### src/rtl/servo_attitude_compensator_macros.svh
// Assertion macros shared by the servo attitude compensator RTL.
// Needs a clock named i_clk and a reset named i_rst_n in the including scope.
`ifndef SERVO_ATTITUDE_COMPENSATOR_MACROS_SVH
`define SERVO_ATTITUDE_COMPENSATOR_MACROS_SVH
`ifndef ASSERT_OFF
// Same-cycle implication, checked out of reset.
`define SAC_ASSERT_NOW(lbl, ante, cons) \
    lbl: assert property (@(posedge i_clk) disable iff (!i_rst_n) (ante) |-> (cons)) \
        else $error("assertion failed");
// Next-cycle implication, checked out of reset.
`define SAC_ASSERT_NEXT(lbl, ante, cons) \
    lbl: assert property (@(posedge i_clk) disable iff (!i_rst_n) (ante) |=> (cons)) \
        else $error("assertion failed");
`else
`define SAC_ASSERT_NOW(lbl, ante, cons)
`define SAC_ASSERT_NEXT(lbl, ante, cons)
`endif
`endif

### src/rtl/sac_pkg.sv
// Package of the servo attitude compensator: state type, control struct
// and fixed constants. Depends on nothing.
`timescale 1ns / 1ps
`default_nettype none

package sac_pkg;

    // Field and datapath widths.
    localparam int ANGLE_W  = 16;
    localparam int TIME_W   = 32;
    localparam int CH_W     = 2;
    localparam int DUTY_W   = 12;
    localparam int PROD_W   = 32;
    localparam int ACC_W    = 34;
    localparam int SCALE_W  = ACC_W + 4;
    localparam int FRAC_W   = 18;
    localparam int COEF_W   = 64;
    localparam int IDX_W    = 3;
    localparam int TERMS    = 4;

    // Register map.
    localparam int NREG_CH      = 4;
    localparam int REG_ENABLE   = 4;
    localparam int REG_INTERVAL = 5;
    localparam int INTERVAL_RST = 20;

    // Pulse width limits and deadband in microseconds.
    localparam int DUTY_MIN = 500;
    localparam int DUTY_MAX = 2500;
    localparam int DEADBAND = 5;
    localparam int BASE_ONE = 4096;

    // Sequencer states.
    typedef enum logic [3:0] {
        ST_IDLE,
        ST_CHECK,
        ST_CHAN,
        ST_MAC,
        ST_SCALE,
        ST_CLAMP,
        ST_DECIDE,
        ST_EMIT
    } t_state;

    // Controls of the shared multiply-accumulate unit.
    typedef struct packed {
        logic mul_en;
        logic acc_en;
        logic acc_clr;
    } t_mac_ctl;

endpackage

`default_nettype wire

### src/rtl/sac_mac.sv
// Shared signed 16x16 multiplier with a registered product and accumulator.
// Depends on sac_pkg.
`timescale 1ns / 1ps
`default_nettype none

module sac_mac (
    input  wire logic                              i_clk,
    input  wire logic                              i_rst_n,
    input  wire sac_pkg::t_mac_ctl                 i_ctl,
    input  wire logic signed [sac_pkg::ANGLE_W-1:0] i_a,
    input  wire logic signed [sac_pkg::ANGLE_W-1:0] i_b,
    output logic signed [sac_pkg::ACC_W-1:0]       o_acc
);

    logic signed [sac_pkg::PROD_W-1:0] r_prod;
    logic signed [sac_pkg::ACC_W-1:0]  r_acc;
    logic signed [sac_pkg::ACC_W-1:0]  n_acc;
    logic signed [sac_pkg::ACC_W-1:0]  prod_ext;

    // The product is sign extended and added on the cycle after it is formed.
    assign prod_ext = {{(sac_pkg::ACC_W - sac_pkg::PROD_W){r_prod[sac_pkg::PROD_W-1]}}, r_prod};

    always_comb begin
        n_acc = r_acc;
        if (i_ctl.acc_en) begin
            n_acc = (i_ctl.acc_clr ? '0 : r_acc) + prod_ext;
        end
    end

    // Product and sum carry payload only, so they need no reset.
    always_ff @(posedge i_clk) begin
        if (i_rst_n && i_ctl.mul_en) begin
            r_prod <= i_a * i_b;
        end
        r_acc <= n_acc;
    end

    assign o_acc = r_acc;

endmodule

`default_nettype wire

### src/rtl/servo_attitude_compensator.sv
// Servo attitude compensator: top level with sequencer, register file and
// output register. Depends on sac_pkg, sac_mac and the assertion macros.
//
// Use of the block:
// The attitude channel (s_axis) takes one word of roll, pitch, yaw and a
// millisecond time. The result channel (m_axis) gives one word per servo
// channel whose pulse width changes: channel number and duty in microseconds,
// with tlast on the final word of the sample. A sample that comes too soon
// after the last accepted one, or that changes no channel, gives no word.
// The configuration channel writes coefficients, the enable mask and the
// interval; it is always ready and should be used while the block is idle.
// Sequence: the accepting cycle and an interval check, then for each enabled
// channel CHAN, MAC (one coefficient term a cycle on the shared multiplier),
// SCALE, CLAMP and DECIDE, and CHAN alone for a disabled one, then EMIT, which
// visits the channels in turn to hand out results. tready is low from the
// check until the block is back in idle. EMIT waits on a channel whose word
// finds the output register still full while the receiver is not ready.
// Reset clears the coefficients, the mask, the stored time and the stored
// pulse widths, and sets the interval to 20 ms. No clearing pass is needed.
`timescale 1ns / 1ps
`default_nettype none

`include "servo_attitude_compensator_macros.svh"

module servo_attitude_compensator #(
    parameter int CHANNELS = 4
) (
    input  wire logic        i_clk,
    input  wire logic        i_rst_n,
    // Attitude words.
    input  wire logic        i_s_axis_tvalid,
    output logic             o_s_axis_tready,
    // tdata from bit 0: roll_deg[15:0], pitch_deg[15:0], yaw_deg[15:0], time_ms[31:0]
    input  wire logic [79:0] i_s_axis_tdata,
    // Result words.
    output logic             o_m_axis_tvalid,
    input  wire logic        i_m_axis_tready,
    // tdata from bit 0: channel[1:0], duty_us[11:0], two zero bits
    output logic [15:0]      o_m_axis_tdata,
    output logic             o_m_axis_tlast,
    // Configuration writes.
    input  wire logic        i_cfg_valid,
    output logic             o_cfg_ready,
    input  wire logic [sac_pkg::IDX_W-1:0]  i_cfg_index,
    input  wire logic [sac_pkg::COEF_W-1:0] i_cfg_data
);

    // Channels that have registers; the rest never emit.
    localparam int NCH       = (CHANNELS < sac_pkg::NREG_CH) ? CHANNELS : sac_pkg::NREG_CH;
    localparam int CH_IDX_W  = (NCH > 1) ? $clog2(NCH) : 1;
    localparam int TERM_W    = 3;

    localparam logic [CH_IDX_W-1:0] LAST_CH = CH_IDX_W'(NCH - 1);

    // Configuration registers.
    logic [sac_pkg::COEF_W-1:0]   r_coef [NCH];
    logic [sac_pkg::NREG_CH-1:0]  r_mask;
    logic [15:0]                  r_interval;

    // Sample and state registers.
    logic signed [sac_pkg::ANGLE_W-1:0] r_roll;
    logic signed [sac_pkg::ANGLE_W-1:0] r_pitch;
    logic signed [sac_pkg::ANGLE_W-1:0] r_yaw;
    logic [sac_pkg::TIME_W-1:0]         r_time;
    logic [sac_pkg::TIME_W-1:0]         r_last_time;
    logic [sac_pkg::DUTY_W-1:0]         r_last_duty [NCH];
    logic [NCH-1:0]                     r_flag;

    // Sequencer registers.
    sac_pkg::t_state      r_state;
    sac_pkg::t_state      n_state;
    logic [CH_IDX_W-1:0]  r_ch;
    logic [CH_IDX_W-1:0]  n_ch;
    logic [TERM_W-1:0]    r_term;
    logic [TERM_W-1:0]    n_term;

    // Datapath registers.
    logic signed [sac_pkg::SCALE_W-1:0] r_scaled;
    logic [sac_pkg::DUTY_W-1:0]         r_duty;

    // Output register.
    logic                         r_out_valid;
    logic [sac_pkg::CH_W-1:0]     r_out_ch;
    logic [sac_pkg::DUTY_W-1:0]   r_out_duty;
    logic                         r_out_last;

    // Combinational signals.
    logic                               in_fire;
    logic                               cfg_fire;
    logic                               too_soon;
    logic                               ch_enabled;
    logic                               ch_is_last;
    logic                               out_free;
    logic                               out_load;
    logic                               flags_above;
    logic                               skip;
    logic                               keep;
    logic [sac_pkg::TIME_W-1:0]         elapsed;
    logic signed [sac_pkg::ACC_W-1:0]   acc;
    logic signed [sac_pkg::SCALE_W-1:0] acc_ext;
    logic signed [sac_pkg::SCALE_W-sac_pkg::FRAC_W-1:0] whole;
    logic [sac_pkg::DUTY_W-1:0]         n_duty;
    logic signed [sac_pkg::DUTY_W:0]    diff;
    logic [sac_pkg::DUTY_W-1:0]         cur_last;
    logic [sac_pkg::COEF_W-1:0]         cur_coef;
    sac_pkg::t_mac_ctl                  mac_ctl;
    logic signed [sac_pkg::ANGLE_W-1:0] mac_a;
    logic signed [sac_pkg::ANGLE_W-1:0] mac_b;

    assign in_fire    = i_s_axis_tvalid && o_s_axis_tready;
    assign cfg_fire   = i_cfg_valid && o_cfg_ready;
    assign o_cfg_ready = 1'b1;
    assign o_s_axis_tready = (r_state == sac_pkg::ST_IDLE);

    // Interval check, modulo 2^32.
    assign elapsed  = r_time - r_last_time;
    assign too_soon = elapsed < {16'd0, r_interval};

    assign ch_enabled = r_mask[sac_pkg::CH_W'(r_ch)];
    assign ch_is_last = (r_ch == LAST_CH);
    assign cur_coef   = r_coef[r_ch];
    assign cur_last   = r_last_duty[r_ch];
    assign out_free   = !r_out_valid || i_m_axis_tready;

    // Operands of the shared unit: base against 4096, then each gain against its angle.
    always_comb begin
        mac_a = signed'(cur_coef[r_term[1:0]*sac_pkg::ANGLE_W +: sac_pkg::ANGLE_W]);
        case (r_term)
            3'd1:    mac_b = r_roll;
            3'd2:    mac_b = r_pitch;
            3'd3:    mac_b = r_yaw;
            default: mac_b = sac_pkg::ANGLE_W'(sac_pkg::BASE_ONE);
        endcase
    end

    // Multiply while the term is below four, add the previous product after the first.
    always_comb begin
        mac_ctl.mul_en  = (r_state == sac_pkg::ST_MAC) && (r_term < TERM_W'(sac_pkg::TERMS));
        mac_ctl.acc_en  = (r_state == sac_pkg::ST_MAC) && (r_term != '0);
        mac_ctl.acc_clr = (r_term == TERM_W'(1));
    end

    sac_mac u_mac (
        .i_clk   (i_clk),
        .i_rst_n (i_rst_n),
        .i_ctl   (mac_ctl),
        .i_a     (mac_a),
        .i_b     (mac_b),
        .o_acc   (acc)
    );

    // Ten times the sum, then the whole part after flooring, then the clamp.
    assign acc_ext = {{(sac_pkg::SCALE_W - sac_pkg::ACC_W){acc[sac_pkg::ACC_W-1]}}, acc};
    assign whole   = r_scaled[sac_pkg::SCALE_W-1:sac_pkg::FRAC_W];

    always_comb begin
        if (whole < 0) begin
            n_duty = sac_pkg::DUTY_W'(sac_pkg::DUTY_MIN);
        end else if (whole > (sac_pkg::SCALE_W - sac_pkg::FRAC_W)'(sac_pkg::DUTY_MAX
                              - sac_pkg::DUTY_MIN)) begin
            n_duty = sac_pkg::DUTY_W'(sac_pkg::DUTY_MAX);
        end else begin
            n_duty = sac_pkg::DUTY_W'(sac_pkg::DUTY_MIN) + whole[sac_pkg::DUTY_W-1:0];
        end
    end

    // Deadband test against the stored pulse width.
    assign diff = signed'({1'b0, r_duty}) - signed'({1'b0, cur_last});
    assign skip = (diff > -(sac_pkg::DUTY_W+1)'(sac_pkg::DEADBAND))
               && (diff < (sac_pkg::DUTY_W+1)'(sac_pkg::DEADBAND));
    assign keep = (r_state == sac_pkg::ST_DECIDE) && !skip;

    // Any pending result above the current channel.
    always_comb begin
        flags_above = 1'b0;
        for (int i = 0; i < NCH; i++) begin
            if (CH_IDX_W'(i) > r_ch) begin
                flags_above = flags_above | r_flag[i];
            end
        end
    end

    assign out_load = (r_state == sac_pkg::ST_EMIT) && r_flag[r_ch] && out_free;

    // Next-state logic of the sequencer.
    always_comb begin
        n_state = r_state;
        case (r_state)
            sac_pkg::ST_IDLE: begin
                if (in_fire) begin
                    n_state = sac_pkg::ST_CHECK;
                end
            end
            sac_pkg::ST_CHECK: begin
                n_state = too_soon ? sac_pkg::ST_IDLE : sac_pkg::ST_CHAN;
            end
            sac_pkg::ST_CHAN: begin
                if (ch_enabled) begin
                    n_state = sac_pkg::ST_MAC;
                end else if (ch_is_last) begin
                    n_state = sac_pkg::ST_EMIT;
                end
            end
            sac_pkg::ST_MAC: begin
                if (r_term == TERM_W'(sac_pkg::TERMS)) begin
                    n_state = sac_pkg::ST_SCALE;
                end
            end
            sac_pkg::ST_SCALE: n_state = sac_pkg::ST_CLAMP;
            sac_pkg::ST_CLAMP: n_state = sac_pkg::ST_DECIDE;
            sac_pkg::ST_DECIDE: begin
                n_state = ch_is_last ? sac_pkg::ST_EMIT : sac_pkg::ST_CHAN;
            end
            sac_pkg::ST_EMIT: begin
                if (ch_is_last && (!r_flag[r_ch] || out_free)) begin
                    n_state = sac_pkg::ST_IDLE;
                end
            end
            default: n_state = sac_pkg::ST_IDLE;
        endcase
    end

    // Channel and term counters.
    always_comb begin
        n_ch   = r_ch;
        n_term = r_term;
        case (r_state)
            sac_pkg::ST_CHECK: n_ch = '0;
            sac_pkg::ST_CHAN: begin
                n_term = '0;
                if (!ch_enabled) begin
                    n_ch = ch_is_last ? '0 : r_ch + CH_IDX_W'(1);
                end
            end
            sac_pkg::ST_MAC: n_term = r_term + TERM_W'(1);
            sac_pkg::ST_DECIDE: n_ch = ch_is_last ? '0 : r_ch + CH_IDX_W'(1);
            sac_pkg::ST_EMIT: begin
                if (!r_flag[r_ch] || out_free) begin
                    n_ch = ch_is_last ? '0 : r_ch + CH_IDX_W'(1);
                end
            end
            default: ;
        endcase
    end

    // Control registers.
    always_ff @(posedge i_clk) begin
        if (!i_rst_n) begin
            r_state     <= sac_pkg::ST_IDLE;
            r_ch        <= '0;
            r_term      <= '0;
            r_flag      <= '0;
            r_out_valid <= 1'b0;
            r_last_time <= '0;
            r_mask      <= '0;
            r_interval  <= 16'(sac_pkg::INTERVAL_RST);
            for (int i = 0; i < NCH; i++) begin
                r_coef[i]      <= '0;
                r_last_duty[i] <= '0;
            end
        end else begin
            r_state <= n_state;
            r_ch    <= n_ch;
            r_term  <= n_term;
            // Configuration writes; out-of-range indexes are dropped.
            if (cfg_fire) begin
                for (int i = 0; i < NCH; i++) begin
                    if (i_cfg_index == sac_pkg::IDX_W'(i)) begin
                        r_coef[i] <= i_cfg_data;
                    end
                end
                if (i_cfg_index == sac_pkg::IDX_W'(sac_pkg::REG_ENABLE)) begin
                    r_mask <= i_cfg_data[sac_pkg::NREG_CH-1:0];
                end
                if (i_cfg_index == sac_pkg::IDX_W'(sac_pkg::REG_INTERVAL)) begin
                    r_interval <= i_cfg_data[15:0];
                end
            end
            // Stored time moves only on an accepted sample.
            if ((r_state == sac_pkg::ST_CHECK) && !too_soon) begin
                r_last_time <= r_time;
            end
            // A changed channel stores its width and marks a pending result.
            if (keep) begin
                r_last_duty[r_ch] <= r_duty;
                r_flag[r_ch]      <= 1'b1;
            end
            if (out_load) begin
                r_flag[r_ch] <= 1'b0;
            end
            if (out_load) begin
                r_out_valid <= 1'b1;
            end else if (i_m_axis_tready) begin
                r_out_valid <= 1'b0;
            end
        end
    end

    // Payload registers.
    always_ff @(posedge i_clk) begin
        if (in_fire) begin
            r_roll  <= signed'(i_s_axis_tdata[15:0]);
            r_pitch <= signed'(i_s_axis_tdata[31:16]);
            r_yaw   <= signed'(i_s_axis_tdata[47:32]);
            r_time  <= i_s_axis_tdata[79:48];
        end
        if (r_state == sac_pkg::ST_SCALE) begin
            r_scaled <= (acc_ext <<< 3) + (acc_ext <<< 1);
        end
        if (r_state == sac_pkg::ST_CLAMP) begin
            r_duty <= n_duty;
        end
        if (out_load) begin
            r_out_ch   <= sac_pkg::CH_W'(r_ch);
            r_out_duty <= r_last_duty[r_ch];
            r_out_last <= !flags_above;
        end
    end

    assign o_m_axis_tvalid = r_out_valid;
    assign o_m_axis_tdata  = {2'b00, r_out_duty, r_out_ch};
    assign o_m_axis_tlast  = r_out_last;

    // No pending results survive the return to idle.
    `SAC_ASSERT_NOW(a_flags_idle, r_state == sac_pkg::ST_IDLE, r_flag == '0)
    // The term counter never runs past the last accumulate.
    `SAC_ASSERT_NOW(a_term_range, r_state == sac_pkg::ST_MAC, r_term <= TERM_W'(sac_pkg::TERMS))
    // An accepted sample leaves its time as the stored time.
    `SAC_ASSERT_NEXT(a_time_store, (r_state == sac_pkg::ST_CHECK) && !too_soon,
                     r_last_time == $past(r_time))
    // Loading a word always shows it on the result channel.
    `SAC_ASSERT_NEXT(a_out_load, out_load, r_out_valid)
    // A word is loaded only into a free output register.
    `SAC_ASSERT_NOW(a_out_free, out_load, !r_out_valid || i_m_axis_tready)

endmodule

`default_nettype wire

### config.mk
export PLATFORM = sky130hd
export DESIGN_NAME = servo_attitude_compensator
export DESIGN_NICKNAME = d
export VERILOG_FILES = /design/src/rtl/sac_pkg.sv /design/src/rtl/sac_mac.sv /design/src/rtl/servo_attitude_compensator.sv
export VERILOG_INCLUDE_DIRS = /design/src /design/src/rtl
export SDC_FILE = /design/constraint.sdc
export NUM_CORES = 2
export LEC_CHECK = 0
export BUFFER_PORTS_ARGS = -buffer_cell sky130_fd_sc_hd__buf_2
export CORE_MARGIN = 3
export CORE_UTILIZATION = 48
export DETAILED_ROUTE_END_ITERATION = 16
export GPL_TIMING_DRIVEN = 0
export PLACE_DENSITY = 0.62
export SETUP_SLACK_MARGIN = 0.5
export SLEW_MARGIN = 20
export SYNTH_ARGS = -nofsm -noshare
export SYNTH_HDL_FRONTEND = slang
export SYNTH_SLANG_ARGS = --single-unit
### constraint.sdc
create_clock -name i_clk -period 26.4 [get_ports i_clk]
set_clock_uncertainty 0.1 [all_clocks]
set_input_delay 5.28 -clock i_clk [delete_from_list [all_inputs] [get_ports i_clk]]
set_output_delay 5.28 -clock i_clk [all_outputs]
set_load 0.05 [all_outputs]
==> flow_summary.json <==
{
  "port_buffers": 165,
  "crit_start": "r_term[1]",
  "start_util_pct": 48.7,
  "end_kind": "register",
  "critPathMaxStageDelay_ns": 0.88,
  "p_comb_share_pct": 44.1,
  "clock-sinks": 564,
  "reg2reg_to": "u_mac.r_prod[31]",
  "ys_ff_latch": 564,
  "intPower_mw": 2.26,
  "drc_errors": 0,
  "crit_end": "u_mac.r_prod[31]",
  "timing.reg2reg.setup_slack_ns": 14.36,
  "final_cells": 4831,
  "synth-warning-count": 0,
  "cts_buffers": 61,
  "synth_edf_count": 497,
  "post_dp_cell_area_um2": 41400,
  "synth_cell_types": 86,
  "async_reset_ff_share_pct": 0,
  "timing.setup.critical_path_class": "register to register",
  "dieArea_um2": 83800,
  "ios": 172,
  "drt_iter0_drc": 2063,
  "synth_top_area_cell": "edfxtp_1",
  "clkTransAtPathRegs_ns": 0.06,
  "clock_latency_ns": 0.66,
  "status": "completed",
  "num_vias": 26400,
  "drt-pass1-iter-count": 5,
  "p_per_area_nw_per_um2": 84.0,
  "cap_viol_max_count": 0,
  "fin_crit_ns": 12.04,
  "grt_use_met2_pct": 40.1,
  "cts_tree": "yes",
  "drive_gt1_share_pct": 12.2,
  "cts-htree-levels": 2,
  "dp_hpwl_um": 78700,
  "coreArea_um2": 79300,
  "busiest_layer": "met2",
  "cts_hold_buffers": 0,
  "post-route-period-util_pct": 45.6,
  "worst_hold_path_type": "register to register",
  "finalHoldViolations": 0,
  "seqPwrFrac_pct": 31.4,
  "leakagePower_nw": 17.6,
  "rr_worst_depth": 33,
  "synth_area_um2": 38600,
  "grt.overflow.total": 0,
  "syn_inst": 3456,
  "required_ns": 26.65,
  "holdPathStages": 2,
  "crit_path_start_kind": "register",
  "area_growth_pct": 12.7,
  "die_y_um": 289,
  "grt_antenna_before_repair": 11,
  "cts_max_path_buffers": 3,
  "r2r_start": "r_term[1]",
  "vias_per_cell": 5.47,
  "gp_congestion": 0.927,
  "setup_violations": 0,
  "fmax_mhz": 83.0,
  "routedWlPerCell_um": 20.9,
  "cts_setup_buffers": 0,
  "power_frac_clock_pct": 24.5,
  "grt_start_max_net_pins": 56,
  "synth_top_area_share_pct": 38.7,
  "finalPower_mw": 3.65,
  "seq_area_frac_synth_pct": 42.2,
  "final_antenna_net_count": 0,
  "switchingPower_mw": 1.40,
  "placed_cells": 4713,
  "switching_share_pct": 38.2,
  "grt_pass1_vias": 26800,
  "design_area_um2": 43500,
  "met1_usage_pct": 33.7,
  "track_usage_pct": 24.5,
  "grt_pass1_wl_um": 156000,
  "ir_worst_vdd_uv": 63.1,
  "syn_area_per_cell_um2": 11.2,
  "cp_max_fo": 11,
  "maxSlewHeadroom_pct": 18.5,
  "drv_slew": 0,
  "worst_pin_slew_ns": 1.21,
  "fin_nets": 4360,
  "cp.arrival_ns": 12.29,
  "die_w_um": 289,
  "rows": 103,
  "synth.area.top_cells": "edfxtp_1 39%, fa_1 14%, ha_1 7.0%, mux4_2 4.8%, and2_1 4.5%",
  "use_met3_pct": 4.07,
  "wirelength_um": 101000,
  "cp_slowest_cell": "clkbuf_1",
  "cts_resized": 0,
  "synth_top_flop_cell": "edfxtp_1",
  "cts_root_buffer": "clkbuf_16",
  "rsz0062_at_grt": "no",
  "tns_ns": 0
}
power by group through the flow:
stage / sequential, mW / combinational (mW) / clock [mW]
floorplan: 1.16 / 1.14 / 0
global placement: 1.18 / 1.56 / 0
detailed placement: 1.17 / 1.60 / 0
CTS: 1.15 / 1.61 / 0.912
global route: 1.16 / 1.79 / 0.949
finish: 1.15 / 1.61 / 0.895
cell usage after synthesis, types with 8 or more instances:
library cell,instances
a211oi_1,14
a21boi_0,17
a21o_1,47
a21oi_1,115
a222oi_1,8
a22oi_1,10
a31oi_1,15
and2_1,280
and3_1,13
buf_2,18
clkbuf_1,100
dfxtp_1,67
edfxtp_1,497
fa_1,265
ha_1,217
inv_1,424
mux2i_1,41
mux4_2,82
nand2_1,317
nand2b_1,55
nand3_1,53
nand4_1,15
nor2_1,246
nor2b_1,72
nor3_1,48
nor4_1,9
o211ai_1,11
o21a_1,41
o21ai_0,73
o21ai_1,13
o21bai_1,16
or2_2,17
or3_1,9
xnor2_1,84
xor2_1,26
area by class of cell:
class | instances | area, um2
fillers | 6937 | 35800
multi-input cells | 2337 | 20300
flip-flops and latches | 564 | 16300
inverters | 425 | 1600
clock buffers | 72 | 1580
repair buffers | 206 | 1370
well taps | 1050 | 1310
plain buffers | 131 | 548
clock inverters | 40 | 527
diodes | 6 | 15.0
per-layer routing:
layer	part of all wire [%]	vias up	wire, um
met5	0.072	-	73
met4	2.7	10	2730
met3	6.8	155	6830
met2	48	827	48100
met1	43	13000	43200
li1	-	12400	-
metrics by stage:
stage	hold WS (ns)	setup slack (ns)	utilization (%)
after floorplan	0.335	15.50	-
after global placement	0.343	11.19	51.4
after detailed placement	0.347	14.53	52.2
after CTS	0.359	14.49	54.8
after global routing	0.375	13.96	54.9
final	0.355	14.36	54.9
worst max-delay path, delay by kind of cell (launching register included):
kind            cells  cell delay [ns]
compound gates      7             1.96
buf+inv            11             3.42
flops               1             0.33
simple gates        6             1.87
xor+xnor            1             0.29
fa+ha+maj           8             3.75
cells in the final DEF (no fill, tap or decap), types with 84 or more instances in the layout:
master and count:
edfxtp_1 497, inv_1 424, nand2_1 317, and2_1 279, fa_1 265, nor2_1 246, ha_1 217, buf_2 190
a21oi_1 115, clkbuf_1 110, xnor2_1 84
logic make-up after synthesis:
group           after synthesis  synth area share (%)
flops                       564                  42.2
buf+inv                     556                  5.56
other cells                   2                0.0195
xor+xnor                    110                  2.50
compound gates              460                  8.10
mux                         124                  5.88
fa+ha+maj                   482                  20.8
simple gates               1158                  15.0
flip-flops by register name (all words and copies together) (netlist names), 12 cells and up, named ones only:
signal,count
r_scaled,20
r_out_duty,12
r_last_time,32
r_yaw,16
r_interval,16
r_pitch,16
r_roll,16
r_time,32
r_last_duty,48
u_mac.r_prod,32
r_duty,12
u_mac.o_acc,34
r_coef,256
worst min path at each step:
stage / start / end / slack, ns
3_3_place_gp: r_last_time[7] / r_last_time[7] / 0.34
2_1_floorplan: r_last_time[10] / r_last_time[10] / 0.33
3_5_place_dp: r_last_time[3] / r_last_time[3] / 0.35
6_report: r_last_time[3] / r_last_time[3] / 0.36
4_1_cts: r_last_time[3] / r_last_time[3] / 0.36
5_1_grt: r_last_time[1] / r_last_time[1] / 0.37
No activity file was read; power rests on OpenSTA's default activity.
